==> config.mk <==
export PLATFORM = sky130hd
export DESIGN_NAME = moisture_watering_controller
export DESIGN_NICKNAME = d
export VERILOG_FILES = /design/src/design/mwc_pkg.sv /design/src/design/moisture_watering_controller.sv
export VERILOG_INCLUDE_DIRS = /design/src /design/src/design
export SDC_FILE = /design/constraint.sdc
export NUM_CORES = 1
export LEC_CHECK = 0
export ABC_AREA = 1
export BUFFER_PORTS_ARGS = -buffer_cell sky130_fd_sc_hd__buf_2
export CAP_MARGIN = 5
export CORE_ASPECT_RATIO = 0.6
export CORE_UTILIZATION = 41
export CTS_BUF_LIST = sky130_fd_sc_hd__clkbuf_8 sky130_fd_sc_hd__clkbuf_16
export CTS_CLUSTER_DIAMETER = 40
export DETAILED_ROUTE_END_ITERATION = 8
export GPL_TIMING_DRIVEN = 0
export PLACE_DENSITY = 0.62
export SETUP_SLACK_MARGIN = 0.2
export SLEW_MARGIN = 20
export SYNTH_ARGS = -nofsm -noshare
export SYNTH_HDL_FRONTEND = slang
export SYNTH_SLANG_ARGS = --single-unit
==> constraint.sdc <==
create_clock -name clk -period 8.6 [get_ports clk]
set_input_delay 1.29 -clock clk [delete_from_list [all_inputs] [get_ports clk]]
set_output_delay 1.29 -clock clk [all_outputs]
set_load 0.02 [all_outputs]
==> src/design/assert_macros.svh <==
// Assertion macros used by the controller top level.
// No dependencies; the including module must have clk and rst in scope.
`ifndef ASSERT_MACROS_SVH
`define ASSERT_MACROS_SVH

// Checked only outside reset.
`define MWC_ASSERT(lbl, prop, msg) \
  lbl: assert property (@(posedge clk) disable iff (rst) prop) else $error(msg);

// Checked on every edge, reset included.
`define MWC_ASSERT_ALWAYS(lbl, prop, msg) \
  lbl: assert property (@(posedge clk) prop) else $error(msg);

`endif

==> src/design/mwc_pkg.sv <==
// Package for the moisture watering controller: register indexes, fixed
// constants and the sequencer state type. No dependencies.
`default_nettype none

package mwc_pkg;

  localparam int unsigned CfgIdxW = 3;
  localparam int unsigned CfgDataW = 32;

  localparam logic [CfgIdxW-1:0] CFG_TARGET_HUMIDITY = 3'd0;
  localparam logic [CfgIdxW-1:0] CFG_WET_READING     = 3'd1;
  localparam logic [CfgIdxW-1:0] CFG_DRY_READING     = 3'd2;
  localparam logic [CfgIdxW-1:0] CFG_WATER_UNITS     = 3'd3;
  localparam logic [CfgIdxW-1:0] CFG_MIN_GAP_MS      = 3'd4;

  localparam logic [31:0] START_GAP_MS = 32'd20000;
  localparam logic [6:0]  MS_PER_UNIT  = 7'd100;
  localparam logic [6:0]  FULL_SCALE   = 7'd100;

  localparam logic [6:0]  TARGET_RESET  = 7'd50;
  localparam logic [9:0]  WET_RESET     = 10'd1023;
  localparam logic [9:0]  DRY_RESET     = 10'd0;
  localparam logic [7:0]  UNITS_RESET   = 8'd10;
  localparam logic [31:0] MIN_GAP_RESET = 32'd20000;

  // Quotient magnitude width: |(sample - wet) * 100| < 2**17
  localparam int unsigned QuotW = 17;
  localparam logic [4:0] DIV_LAST = 5'(QuotW - 1);

  typedef enum logic [3:0] {
    S_IDLE = 4'b0001,
    S_MUL  = 4'b0010,
    S_DIV  = 4'b0100,
    S_FIN  = 4'b1000
  } state_t;

endpackage

`default_nettype wire

==> src/design/moisture_watering_controller.sv <==
// Moisture watering controller top level: millisecond bookkeeping, sample
// to humidity mapping through a serial divider, pump run control.
// Depends on mwc_pkg and assert_macros.svh.
`default_nettype none

// A tick item (mode 0) is finished on the edge that accepts it: its result
// is loaded into the output register on that same edge. A request item
// (mode 1) holds off further items until it is finished: S_MUL forms
// (sample - wet) * 100 on the shared 10x7 multiplier, S_DIV runs the
// one-bit-per-cycle restoring divider, and S_FIN finishes the mapping, the
// watering decision and the pump run length (the same multiplier forms
// water_units * 100), waiting while the output register is not free. The
// output register holds one finished result; a new item is taken only when
// that register is free or being emptied on the same edge. Configuration
// writes are registered and are meant for idle periods only.
module moisture_watering_controller (
  input  wire logic                           clk,
  input  wire logic                           rst,
  // configuration
  input  wire logic                           cfg_we,
  input  wire logic [mwc_pkg::CfgIdxW-1:0]    cfg_index,
  input  wire logic [mwc_pkg::CfgDataW-1:0]   cfg_data,
  // input requests
  input  wire logic                           in_valid,
  output logic                                in_stall,
  input  wire logic                           mode,
  input  wire logic [9:0]                     sample,
  // results
  output logic                                out_valid,
  input  wire logic                           out_stall,
  output logic                                pump_on,
  output logic signed [17:0]                  humidity,
  output logic signed [18:0]                  deficit,
  output logic                                watered,
  output logic                                pump_started,
  output logic                                span_error
);

  import mwc_pkg::*;

  // configuration registers
  logic [6:0]  target_humidity;
  logic [9:0]  wet_reading;
  logic [9:0]  dry_reading;
  logic [7:0]  water_units;
  logic [31:0] min_gap_ms;

  // block state
  logic [31:0] since_ms;
  logic [14:0] pump_left;

  // sequencer and datapath
  state_t          state;
  logic [4:0]      cnt;
  logic [9:0]      diff_mag;
  logic            num_neg;
  logic [9:0]      dsr;
  logic            span_neg;
  logic [QuotW-1:0] dvd;
  logic [9:0]      rem;

  logic out_free;
  logic in_acc;
  logic out_acc;
  logic out_load;

  assign out_free = !out_valid || !out_stall;
  assign in_stall = !((state == S_IDLE) && out_free);
  assign in_acc   = in_valid && !in_stall;
  assign out_acc  = out_valid && !out_stall;
  // a result enters the output register on this edge
  assign out_load = ((state == S_IDLE) && in_acc && !mode) ||
                    ((state == S_FIN) && out_free);

  // request front end: magnitudes and signs of numerator and span
  logic signed [10:0] diff;
  logic signed [10:0] span;
  always_comb begin
    diff = signed'({1'b0, sample}) - signed'({1'b0, wet_reading});
    span = signed'({1'b0, dry_reading}) - signed'({1'b0, wet_reading});
  end

  // shared multiplier by 100: numerator in S_MUL, run length in S_FIN
  logic [9:0]  mul_a;
  logic [16:0] mul_p;
  always_comb begin
    mul_a = (state == S_FIN) ? {2'b00, water_units} : diff_mag;
    mul_p = 17'(mul_a * MS_PER_UNIT);
  end

  // one restoring divide step
  logic [10:0] trial;
  logic        ge;
  logic [9:0]  rem_next;
  always_comb begin
    trial    = {rem, dvd[QuotW-1]};
    ge       = trial >= {1'b0, dsr};
    rem_next = ge ? 10'(trial - {1'b0, dsr}) : trial[9:0];
  end

  // tick bookkeeping
  logic [31:0] since_inc;
  logic [14:0] pump_dec;
  logic [31:0] tick_since_next;
  logic [14:0] tick_pump_next;
  always_comb begin
    since_inc = (since_ms != '1) ? since_ms + 32'd1 : since_ms;
    pump_dec  = pump_left - 15'd1;
    tick_pump_next  = pump_left;
    tick_since_next = since_inc;
    if (pump_left != '0) begin
      tick_pump_next = pump_dec;
      if (pump_dec == '0) tick_since_next = '0;
    end
  end

  // finish step: humidity, deficit and watering decision
  logic               q_neg;
  logic signed [17:0] quot;
  logic signed [17:0] hum;
  logic signed [18:0] def;
  logic               span_zero;
  logic               fin_watered;
  logic               fin_start;
  logic [14:0]        run_len;
  logic [31:0]        fin_since_next;
  logic [14:0]        fin_pump_next;
  always_comb begin
    q_neg     = num_neg ^ span_neg;
    quot      = q_neg ? -signed'({1'b0, dvd}) : signed'({1'b0, dvd});
    hum       = quot + signed'(18'(FULL_SCALE));
    def       = signed'({12'd0, target_humidity}) - 19'(hum);
    span_zero = (dsr == '0);
    run_len   = mul_p[14:0];
    fin_watered = !span_zero && (def > 19'sd0) && (since_ms > min_gap_ms);
    fin_start   = fin_watered && (since_ms > START_GAP_MS) && (pump_left == '0);
    fin_pump_next  = fin_start ? run_len : pump_left;
    fin_since_next = (fin_start && (run_len == '0)) ? '0 : since_ms;
  end

  // configuration port
  always_ff @(posedge clk) begin
    if (rst) begin
      target_humidity <= TARGET_RESET;
      wet_reading     <= WET_RESET;
      dry_reading     <= DRY_RESET;
      water_units     <= UNITS_RESET;
      min_gap_ms      <= MIN_GAP_RESET;
    end else if (cfg_we) begin
      unique case (cfg_index)
        CFG_TARGET_HUMIDITY: target_humidity <= cfg_data[6:0];
        CFG_WET_READING:     wet_reading     <= cfg_data[9:0];
        CFG_DRY_READING:     dry_reading     <= cfg_data[9:0];
        CFG_WATER_UNITS:     water_units     <= cfg_data[7:0];
        CFG_MIN_GAP_MS:      min_gap_ms      <= cfg_data[31:0];
        default: ;
      endcase
    end
  end

  // sequencer, state and output register
  always_ff @(posedge clk) begin
    if (rst) begin
      state     <= S_IDLE;
      cnt       <= '0;
      since_ms  <= '0;
      pump_left <= '0;
      out_valid <= 1'b0;
    end else begin
      if (out_acc && !out_load) out_valid <= 1'b0;
      unique case (state)
        S_IDLE: begin
          if (in_acc) begin
            if (mode) begin
              diff_mag <= diff[10] ? 10'(-diff) : diff[9:0];
              num_neg  <= !diff[10] && (diff != '0);
              dsr      <= span[10] ? 10'(-span) : span[9:0];
              span_neg <= span[10];
              state    <= S_MUL;
            end else begin
              since_ms     <= tick_since_next;
              pump_left    <= tick_pump_next;
              out_valid    <= 1'b1;
              pump_on      <= (tick_pump_next != '0);
              humidity     <= '0;
              deficit      <= '0;
              watered      <= 1'b0;
              pump_started <= 1'b0;
              span_error   <= 1'b0;
            end
          end
        end
        S_MUL: begin
          dvd   <= mul_p;
          rem   <= '0;
          cnt   <= DIV_LAST;
          state <= S_DIV;
        end
        S_DIV: begin
          rem <= rem_next;
          dvd <= {dvd[QuotW-2:0], ge};
          cnt <= cnt - 5'd1;
          if (cnt == '0) state <= S_FIN;
        end
        S_FIN: begin
          if (out_free) begin
            since_ms     <= fin_since_next;
            pump_left    <= fin_pump_next;
            out_valid    <= 1'b1;
            pump_on      <= (fin_pump_next != '0);
            humidity     <= span_zero ? '0 : hum;
            deficit      <= span_zero ? '0 : def;
            watered      <= fin_watered;
            pump_started <= fin_start;
            span_error   <= span_zero;
            state        <= S_IDLE;
          end
        end
        default: state <= S_IDLE;
      endcase
    end
  end

`include "assert_macros.svh"

  `MWC_ASSERT(a_span_err_clean, (out_valid && span_error) |-> (humidity == '0 && deficit == '0 && !watered && !pump_started), "span error result carries data")
  `MWC_ASSERT(a_start_needs_water, (out_valid && pump_started) |-> watered, "pump started without watering")
  `MWC_ASSERT(a_div_to_fin, (state == S_DIV && cnt == '0) |=> (state == S_FIN), "divider did not hand over")
  `MWC_ASSERT_ALWAYS(a_reset_idle, rst |=> (state == S_IDLE && !out_valid), "reset left sequencer busy")

endmodule

`default_nettype wire
; Word level (Yosys, flattened, before mapping)
; Cells that the tools add are included.
[word_totals]
register_bits = 214
output_inout_bits = 43
inputBits = 51
[op_classes]
n_bitwise = 2
n_mul = 1
reduce_logical = 45
order_cmp = 4
eq_ne = 15
muxes = 54
add_sub_neg = 11
[ops]
columns = operator, count
row1 = 2-to-1 mux 32 bit, 7
row2 = 2-to-1 mux 18 bit, 5
row3 = 2-to-1 mux 19 bit, 4
row4 = 2-to-1 mux 15 bit, 5
row5 = one-hot mux 32 bit (2 select lines), 1
row6 = logical NOT 15 bit, 3
row7 = nonzero test 15 bit, 3
row8 = 2-to-1 mux 10 bit, 4
row9 = one-hot mux 19 bit (2 select lines), 1
row10 = one-hot mux 18 bit (2 select lines), 1
row11 = one-hot mux 17 bit (2 select lines), 1
row12 = adder 32 x 1 -> 32 bit (second input constant), 1
row13 = greater-than comparator 32 x 15 -> 1 bit (second input constant), 1
row14 = greater-than comparator 32 bit, 1
row15 = != test 32 bit (second input constant), 1
row16 = one-hot mux 15 bit (2 select lines), 1
row17 = subtractor 10 x 10 -> 11 bit, 2
row18 = negation 10 bit, 2
row19 = one-hot mux 10 bit (2 select lines), 1
row20 = greater-than comparator 19 x 1 -> 1 bit (second input constant), 1
row21 = subtractor 8 x 18 -> 19 bit, 1
row22 = adder 18 x 8 -> 18 bit (second input constant), 1
row23 = negation 17 -> 18 bit, 1
row24 = 2-to-1 mux 4 bit, 4
row25 = other kinds (31), 79

; Logic depth before layout (Yosys ltp)
[depth]
ltp_word = 13
depth_mapped = 39
depth_no_buf = 38

; Least setup slack after synthesis
; No wires, ideal clock.
[synth_timing]
path_type = register to register
start = register state[0]
end = register since_ms[2]
synth_period_minus_slack_ps = 4874
path_stages_with_launch = 28
setup_time_ps = 113
n_path_buf = 3
required_time_ps = 8487
t_arrival_ps = 4761
slack_ps = 3726
cell_sequence = dfxtp_1 > nor2_1 > inv_1 > nor3_4 > inv_1 > clkbuf_1 > clkbuf_1 > o21ai_0 > ha_1 > ha_1 > inv_1 > fa_1 > inv_1 > ha_1 > a21oi_1 > nand2_1 > a21oi_1 > o21bai_1 > a21oi_1 > o21ai_0 > xor2_1 > nor4_1 > nand3_2 > a21oi_4 > buf_6 > nand2_1 > nand2_1 > nor2_1
[synth_via]
elab_chain_len = 7
[synth_lines]
columns = element, line
row1 = "start, declared", moisture_watering_controller.sv:53  ; state_t state;
row2 = "start signal, assigned", moisture_watering_controller.sv:164  ; state <= S_IDLE;
row3 = "start signal, assigned", moisture_watering_controller.sv:179  ; state <= S_MUL;
row4 = "start signal, assigned", moisture_watering_controller.sv:197  ; state <= S_DIV;
row5 = equality test 4 bit, "moisture_watering_controller.sv:87, moisture_watering_controller.sv:171"
row6 = 2-to-1 mux 10 bit, moisture_watering_controller.sv:87  ; mul_a = (state == S_FIN) ? {2'b00, water_units} : diff_mag;
row7 = multiplier 10 x 5 -> 15 bit, moisture_watering_controller.sv:88  ; mul_p = 17'(mul_a * MS_PER_UNIT);
row8 = logical NOT 15 bit, moisture_watering_controller.sv:138  ; fin_since_next = (fin_start && (run_len == '0)) ? '0 : since_ms;
row9 = logical AND 1 bit, moisture_watering_controller.sv:138
row10 = != test 2 x 1 -> 1 bit (no line), --
row11 = AND reduction 5 bit (no line), --
row12 = "end signal, assigned", moisture_watering_controller.sv:181  ; since_ms <= tick_since_next;
row13 = "end signal, assigned", moisture_watering_controller.sv:207  ; since_ms <= fin_since_next;
row14 = "end, declared", moisture_watering_controller.sv:49  ; logic [31:0] since_ms;
; Parallel ways exist; a longest one is shown, timed or not.
; A chain may end at the register's enable or synchronous reset.

; Final worst setup path
[layout_timing]
start = register state[1]
end = register since_ms[6]
; The elaborated chain is that of the path after synthesis.

==> flow_metrics.env <==
export IMPL_status="finished clean"
export IMPL_clkTransAtPathRegs_ns=0.06
export IMPL_wl_per_cell_um=16.2
export IMPL_drc_errors=0
export IMPL_yosysSeqAreaShare_pct=35.4
export IMPL_drt_iter0_markers=1196
export IMPL_drv_slew=0
export IMPL_clock_skew_ns=0.0466
export IMPL_path_buf_inv=7
export IMPL_mostFrequentLayoutCell="nand2_1"
export IMPL_syn_inst=1968
export IMPL_fin_crit_sh_pct=74.5
export IMPL_ir_drop_mv=0.225
export IMPL_async_reset_ff_share_pct=0
export IMPL_path_max_fanout=10
export IMPL_powerDensity_nw_per_um2=305
export IMPL_grt_antenna_before_repair=1
export IMPL_wirelength_um=41900
export IMPL_path_class="reg -> reg"
export IMPL_die_area_um2=36500
export IMPL_arrival_ns=6.89
export IMPL_grt_overflow=0
export IMPL_htree_levels=1
export IMPL_cts_root_buf="clkbuf_16"
export IMPL_required_ns=9.07
export IMPL_synth_fp_nets=2143
export IMPL_leakagePower_nw=7.72
export IMPL_synth_seq_cells=214
export IMPL_vias=13469
export IMPL_initial_utilization_pct=41.8
export IMPL_dr_pass1_iters=5
export IMPL_fin_nets=2272
export IMPL_portBuffers=93
export IMPL_fin_cells=2587
export IMPL_whs_ns=0.457
export IMPL_syn_avg_cell_area_um2=7.45
export IMPL_synth_area_leaders="edfxtp_1 (18%), dfxtp_1 (17%), ha_1 (9.8%)"
export IMPL_clk_latency_ns=0.59
export IMPL_cts_buffers=30
export IMPL_viasPerCell=5.21
export IMPL_grt_pass1_wl_um=66000
export IMPL_finalSetupTns_ns=0
export IMPL_post_route_util_pct=47.9
export IMPL_slowest_delay_ns=0.58
export IMPL_track_usage_pct=22.9
export IMPL_die_w_um=246
export IMPL_hp_class="reg -> reg"
export IMPL_ctsResizeCount=0
export IMPL_cts_setup_buffers=0
export IMPL_synth_area_um2=14700
export IMPL_dp_cells=2532
export IMPL_ys_flop_type="dfxtp_1"
export IMPL_pin_count=94
export IMPL_first_global_vias=12094
export IMPL_grt_max_degree=30
export IMPL_worst_slew_pin_slew_ns=1.09
export IMPL_ys_warn_count=0
export IMPL_fillers=3473
export IMPL_die_h_um=148
export IMPL_synth_top_area_share_pct=18.4
export IMPL_dp_hpwl_um=32900
export IMPL_ant_nets=0
export IMPL_ctsHoldBuffers=0
export IMPL_synth_edf_count=90
export IMPL_critPathSlowestCell="o21ai_0"
export IMPL_placementRows=53
export IMPL_num_antenna_cells=0
export IMPL_cts_sinks=214
export IMPL_setup_viol=0
export IMPL_syn_to_final_growth_pct=14.7
export IMPL_critPathLaunchType="flip-flop"
export IMPL_hold_viol=0
export IMPL_drive_gt1_share_pct=11.3
export IMPL_core_area_um2=35100
export IMPL_gp_congestion=0.935
export IMPL_worst_path_most_repeated_cell="inv_1"
export IMPL_cap_violations=0
export IMPL_cts_buffer_depth=3
export IMPL_netlist_cell_type_count=53
export IMPL_mostFrequentLayoutCells="nand2_1 (377), inv_1 (271), nor2_1 (221)"
export IMPL_period_needed_ns=6.41
export IMPL_slew_headroom_pct=26.6
export IMPL_crit_family="simple AND/OR/NAND/NOR gates"
export IMPL_max_freq_ghz=0.156
export IMPL_yosys_area_top_type="edfxtp_1"
export IMPL_cts_tree="built"
export IMPL_end_kind="flip-flop"
export IMPL_grt_setup_unrepaired="false"
[stage by stage]
step	area, µm²	power [W]	setup WS (ns)
global route	16800	0.00550	1.64
floorplan	14700	0.00315	3.73
global placement	15700	0.00377	2.33
detailed placement	15800	0.00380	2.26
finish	16800	0.00513	2.19
CTS	16800	0.00509	2.22
[power by group]
part           total (W)  leakage, nW  switching (W)  internal (W)
Sequential       0.00137         1.83       0.000138       0.00123
Combinational    0.00249         5.37        0.00167      0.000818
Clock            0.00127        0.514       0.000518      0.000751
[cells by family after synthesis]
| logic type | count (synthesis) | synth area share [%] |
|---|---|---|
| DFF | 214 | 35.4 |
| AOI/OAI and AO/OA | 345 | 12.8 |
| xor gates and xnor gates | 83 | 4.96 |
| adders and majority gates | 124 | 11.0 |
| and+or+nand+nor | 867 | 26.9 |
| buffers and inverters | 335 | 8.97 |
[Yosys cell counts, types with 2 or more instances]
cell	n
dfxtp_1	124
a21oi_4	2
xnor2_1	13
nor3_1	43
nand3_2	11
buf_4	2
nor3_4	2
o21a_1	3
o21ai_1	16
buf_6	6
nor2_4	3
fa_1	9
clkbuf_1	39
inv_1	269
buf_1	4
nand3_1	96
clkinv_1	2
edfxtp_1	90
o21ai_0	124
o41ai_1	2
a211oi_1	3
a21o_1	3
o21bai_1	8
nor3b_1	2
buf_2	2
ha_1	115
nor4_1	13
inv_2	10
nand3_4	4
nand4_1	38
nor2_2	6
nor2_1	223
nand3b_1	5
nand2_2	20
nand2_4	9
o22ai_1	2
and2_1	4
a21oi_1	152
o211ai_1	17
nand2_1	377
a31oi_1	7
or2_2	8
xor2_1	70
[worst min-delay path, stage by stage (launching register included)]
cell and delay (ns):
dfxtp_1 0.29, inv_1 0.06, a21oi_1 0.06
[cell type report]
type                    instances  area [µm²]  area share [%]
multi-input cells            1419        8180            48.7
flip-flops and latches        214        5180            30.8
inverters                     282        1060            6.31
clock buffers                  31         764            4.55
well taps                     467         584            3.48
repair buffers                 97         520            3.10
clock inverters                24         260            1.55
plain buffers                  53         254            1.51
[per-layer routing]
layer  track usage, %  share of wire [%]  vias to the layer above  routed length [µm]
li1                 -                  -                     6779                   -
met5                0                  0                        -                   0
met4             5.47                2.1                        0                 899
met2             30.7                 38                      448               15800
met3             4.24                8.0                       62                3350
met1             36.7                 52                     6180               21900
[flip-flops by register name (all words and copies together), names as in the netlist, 4 cells and up]
register and count:
target_humidity 7, dry_reading 10, since_ms 32, humidity 18
pump_left 15, cnt 5, dsr 10, water_units 8
min_gap_ms 32, deficit 19, rem 10, wet_reading 10
dvd 17, diff_mag 10, state 4
[path summary, 6_finish.rpt]
kind | startpoint | to | slack (ns) | cells past startpoint
setup / recovery | state[1] | since_ms[6] | 2.19 | 27
hold / removal | water_units[5] | water_units[5] | 0.46 | 2
setup reg to reg | state[1] | since_ms[6] | 2.19 | 27
hold reg to reg | water_units[5] | water_units[5] | 0.46 | 2
No activity file was read; power rests on OpenSTA's default activity.
